===== src/rtl/vras_pkg.sv =====
// shared types, constants and helpers for the versioned range add and sum block
package vras_pkg;

   localparam int MAX_ELEMENTS  = 64;
   localparam int IDX_W         = $clog2(MAX_ELEMENTS);
   localparam int MAX_VERSIONS  = 256;
   localparam int VER_W         = $clog2(MAX_VERSIONS) + 1;
   localparam int LOG_W         = $clog2(MAX_VERSIONS);
   localparam int MAX_SNAPSHOTS = 17;
   localparam int SLOT_W        = $clog2(MAX_SNAPSHOTS);
   localparam int SNAP_DEPTH    = MAX_SNAPSHOTS * MAX_ELEMENTS;
   localparam int DATA_W        = 64;
   localparam int WIDE_W        = 72;
   localparam int SIZE_W        = 7;
   localparam int IVL_W         = 9;
   localparam int IVL_MIN       = 16;
   localparam int IVL_MAX       = 256;

   localparam logic [1:0] ACT_LOAD = 2'd0;
   localparam logic [1:0] ACT_ADD  = 2'd1;
   localparam logic [1:0] ACT_SUM  = 2'd2;

   localparam logic [2:0] ERR_OK       = 3'd0;
   localparam logic [2:0] ERR_RANGE    = 3'd1;
   localparam logic [2:0] ERR_VERSION  = 3'd2;
   localparam logic [2:0] ERR_OVERFLOW = 3'd3;
   localparam logic [2:0] ERR_FULL     = 3'd4;

   localparam logic REG_SIZE     = 1'b0;
   localparam logic REG_INTERVAL = 1'b1;

   typedef struct packed {
      logic fits;
      logic neg;
      logic zero;
   } alu_flags_type;

   function automatic logic [WIDE_W-1:0] sext_wide(input logic [DATA_W-1:0] v);
      sext_wide = {{(WIDE_W-DATA_W){v[DATA_W-1]}}, v};
   endfunction

endpackage


===== src/rtl/vras_alu.sv =====
// shared wide adder and subtractor with signed range flags
module vras_alu (
   input  logic [vras_pkg::WIDE_W-1:0] op_a,
   input  logic [vras_pkg::WIDE_W-1:0] op_b,
   input  logic                        subtract,
   output logic [vras_pkg::WIDE_W-1:0] result,
   output vras_pkg::alu_flags_type     flags
);
   import vras_pkg::*;

   logic [WIDE_W-1:0] b_eff;

   assign b_eff  = subtract ? ~op_b : op_b;
   assign result = op_a + b_eff + {{(WIDE_W-1){1'b0}}, subtract};

   assign flags.fits = (result[WIDE_W-1:DATA_W-1] == '0) || (result[WIDE_W-1:DATA_W-1] == '1);
   assign flags.neg  = result[WIDE_W-1];
   assign flags.zero = (result == '0);
endmodule


===== config.mk =====
export PLATFORM = sky130hd
export DESIGN_NAME = vras_alu
export DESIGN_NICKNAME = d
export VERILOG_FILES = /design/src/rtl/vras_pkg.sv /design/src/rtl/vras_alu.sv
export SDC_FILE = /design/constraint.sdc
export NUM_CORES = 1
export LEC_CHECK = 0
export BUFFER_PORTS_ARGS = -buffer_cell sky130_fd_sc_hd__buf_2
export CORE_ASPECT_RATIO = 1.5
export CORE_UTILIZATION = 53
export DETAILED_ROUTE_END_ITERATION = 8
export PLACE_DENSITY = 0.85
export SYNTH_ARGS = -nofsm -noshare
export SYNTH_HDL_FRONTEND = slang
export SYNTH_SLANG_ARGS = --single-unit

===== constraint.sdc =====
create_clock -name vclk -period 7.1
set_clock_uncertainty 0.05 [all_clocks]
set_input_delay 1.42 -clock vclk [all_inputs]
set_output_delay 1.42 -clock vclk [all_outputs]
set_load 0.01 [all_outputs]

==> results.json <==
{
  "die_w_um": 88.3,
  "synth_mux_area_share_pct": 1.73,
  "period_needed_ns": 6.96,
  "tightest_slew_ns": 0.730,
  "clkbuf_count": 0,
  "num_rows": 46,
  "num-nets-final": 1357,
  "critPathCaptureType": "output port",
  "setup_violations": 0,
  "whs_path_depth": 3,
  "gp_congestion": 1.06,
  "core_area_um2": 10700,
  "drt_iter0_drc": 771,
  "synth_fa_ha_area_share_pct": 16.8,
  "status": "complete, no violations",
  "drc": 0,
  "initial_utilization_pct": 55.3,
  "grt_max_degree": 25,
  "ys_warn_count": 0,
  "ios": 220,
  "synth-simple-area-share_pct": 25.9,
  "place_ws_ns": -0.00959,
  "powerDensity_nw_per_um2": 170,
  "finalHoldViolCount": 0,
  "synthTopCellsByArea": "ha_1 (16%), xor2_1 (14%), a21oi_1 (8.5%), nand2_1 (5.8%), o21ai_0 (5.3%)",
  "worst_slack_ns": 0.139,
  "totalWireLength_mm": 26.9,
  "ir_worst_vdd_mv": 0.115,
  "maxCapViolations": 0,
  "p_leak_nw": 3.58,
  "track_usage_pct": 45.4,
  "yosysTopAreaCell": "ha_1",
  "drive_above_1_share_pct": 29.5,
  "ys_seq_area_share_pct": 0,
  "p_total_mw": 1.31,
  "synthesis.area_um2": 5920,
  "n_antenna_cell": 0,
  "wl_per_cell_um": 21.1,
  "grt_antenna_before_repair": 1,
  "grt_pass1_vias": 8256,
  "cp_max_fo": 11,
  "slew_viol_final": 0,
  "synth_cell_types": 69,
  "synthMostInstantiatedCell": "a21oi_1",
  "dp_hpwl_mm": 22.5,
  "hold_buffers": 0,
  "design.seq.count": 0,
  "max-slew-margin-rel_pct": 51.0,
  "die_h_um": 131,
  "vias": 8369,
  "cp-start-kind": "input pin",
  "synth_xor_area_share_pct": 19.8,
  "numPortBuffers": 220,
  "final-seq-area_um2": 0,
  "layout-area-overhead-vs-synth_pct": 30.5,
  "dieArea_um2": 11600,
  "synth_top_cell_area_share_pct": 16.5,
  "synth_cells": 892,
  "via_per_inst": 6.56,
  "drt_first_pass_iters": 6,
  "synth_compound_area_share_pct": 31.1,
  "synth_commonest_cells": "a21oi_1 (101), xor2_1 (98), nand2_1 (92)",
  "arrival_ns": 5.49,
  "crit_required_ns": 5.63,
  "ant_nets": 0,
  "overflow": 0,
  "synth_nets": 1116,
  "tns_ns": 0,
  "layout_worst_path_cycle_share_pct": 98.0,
  "syn_avg_cell_area_um2": 6.64,
  "synth_top_family_by_area": "compound AO/OA/AOI/OAI gates",
  "fmax_ghz": 0.144,
  "hold_path_class": "in2out",
  "grt_pass1_wl_mm": 41.0,
  "worst-setup-path-type": "in2out"
}
-- worst paths after layout --
| kind | from | endpoint | slack, ns |
|---|---|---|---|
| worst min-delay path | op_a[0] | result[0] | 3.16 |
| worst max-delay path | subtract | flags[0] | 0.14 |
-- where the power goes --
group	leakage [nW]	internal, mW	switching (mW)	total, mW
Clock	0	0	0	0
Combinational	3.58	0.510	0.802	1.31
Sequential	0	0	0	0
Total	3.58	0.510	0.802	1.31
-- kinds of logic after synthesis --
group / after synthesis
buf+inv: 69
fa+ha+maj: 79
mux: 9
xor+xnor: 134
simple gates: 307
compound gates: 294
-- layout make-up --
type | count | area (um^2)
Fill cell | 935 | 2980
Inverter | 17 | 63.8
Multi-Input combinational cell | 823 | 5810
Tap cell | 144 | 180
Timing Repair Buffer | 291 | 1680
-- critical path, cell delays in order --
cell	delay, ns
buf_4	0.23
buf_8	0.21
xor2_1	0.18
ha_1	0.33
a21oi_2	0.19
o221ai_2	0.16
a41o_1	0.30
a32o_2	0.31
nor4b_4	0.42
a21oi_2	0.13
xor2_1	0.19
or4_4	0.57
nor4_4	0.30
nand4b_1	0.19
nor4_2	0.17
buf_2	0.17
-- per-stage QoR --
| stage | cell area [um^2] | hold WS [ns] | instances | util [%] |
|---|---|---|---|---|
| floorplan | 5920 | 2.88 | 892 | - |
| global placement | 7510 | 3.12 | 1272 | 70.2 |
| detailed placement | 7510 | 3.15 | 1272 | 70.2 |
| CTS | 7520 | 3.15 | 1272 | 70.2 |
| global route | 7730 | 3.18 | 1275 | 72.2 |
| finish | 7730 | 3.16 | 1275 | 72.2 |
-- cell usage in the layout, fill, tap and decap left out, drive strengths merged, types with 6 or more instances in the layout --
| cell type | n |
|---|---|
| inv | 17 |
| nand2b | 6 |
| nand2 | 92 |
| nor2 | 77 |
| o21ai | 68 |
| xnor2 | 36 |
| a21oi | 102 |
| ha | 78 |
| xor2 | 98 |
| a211oi | 7 |
| a211o | 6 |
| nand3 | 20 |
| buf | 290 |
| mux2i | 9 |
| a31oi | 15 |
| o21bai | 10 |
| nand4 | 45 |
| or3 | 6 |
| o211ai | 12 |
| or4 | 7 |
| nor3 | 19 |
| a21o | 16 |
| o21a | 16 |
| nor4 | 11 |
-- timing repair --
item / in CTS / in global routing
cloned: 0 / 1
pin swaps: 0 / 7
resized for setup: 1 / 42
setup endpoints to repair: 1 / 2
setup buffers: 0 / 2
-- metal layers --
layer	global-route usage (%)	vias to the layer above	share of wire, %
li1	-	3789	-
met1	42.7	3845	32
met2	78.8	512	49
met3	12.2	223	7.9
met4	38.1	0	11
met5	0	-	0
Power figures use the tool's default switching activity.
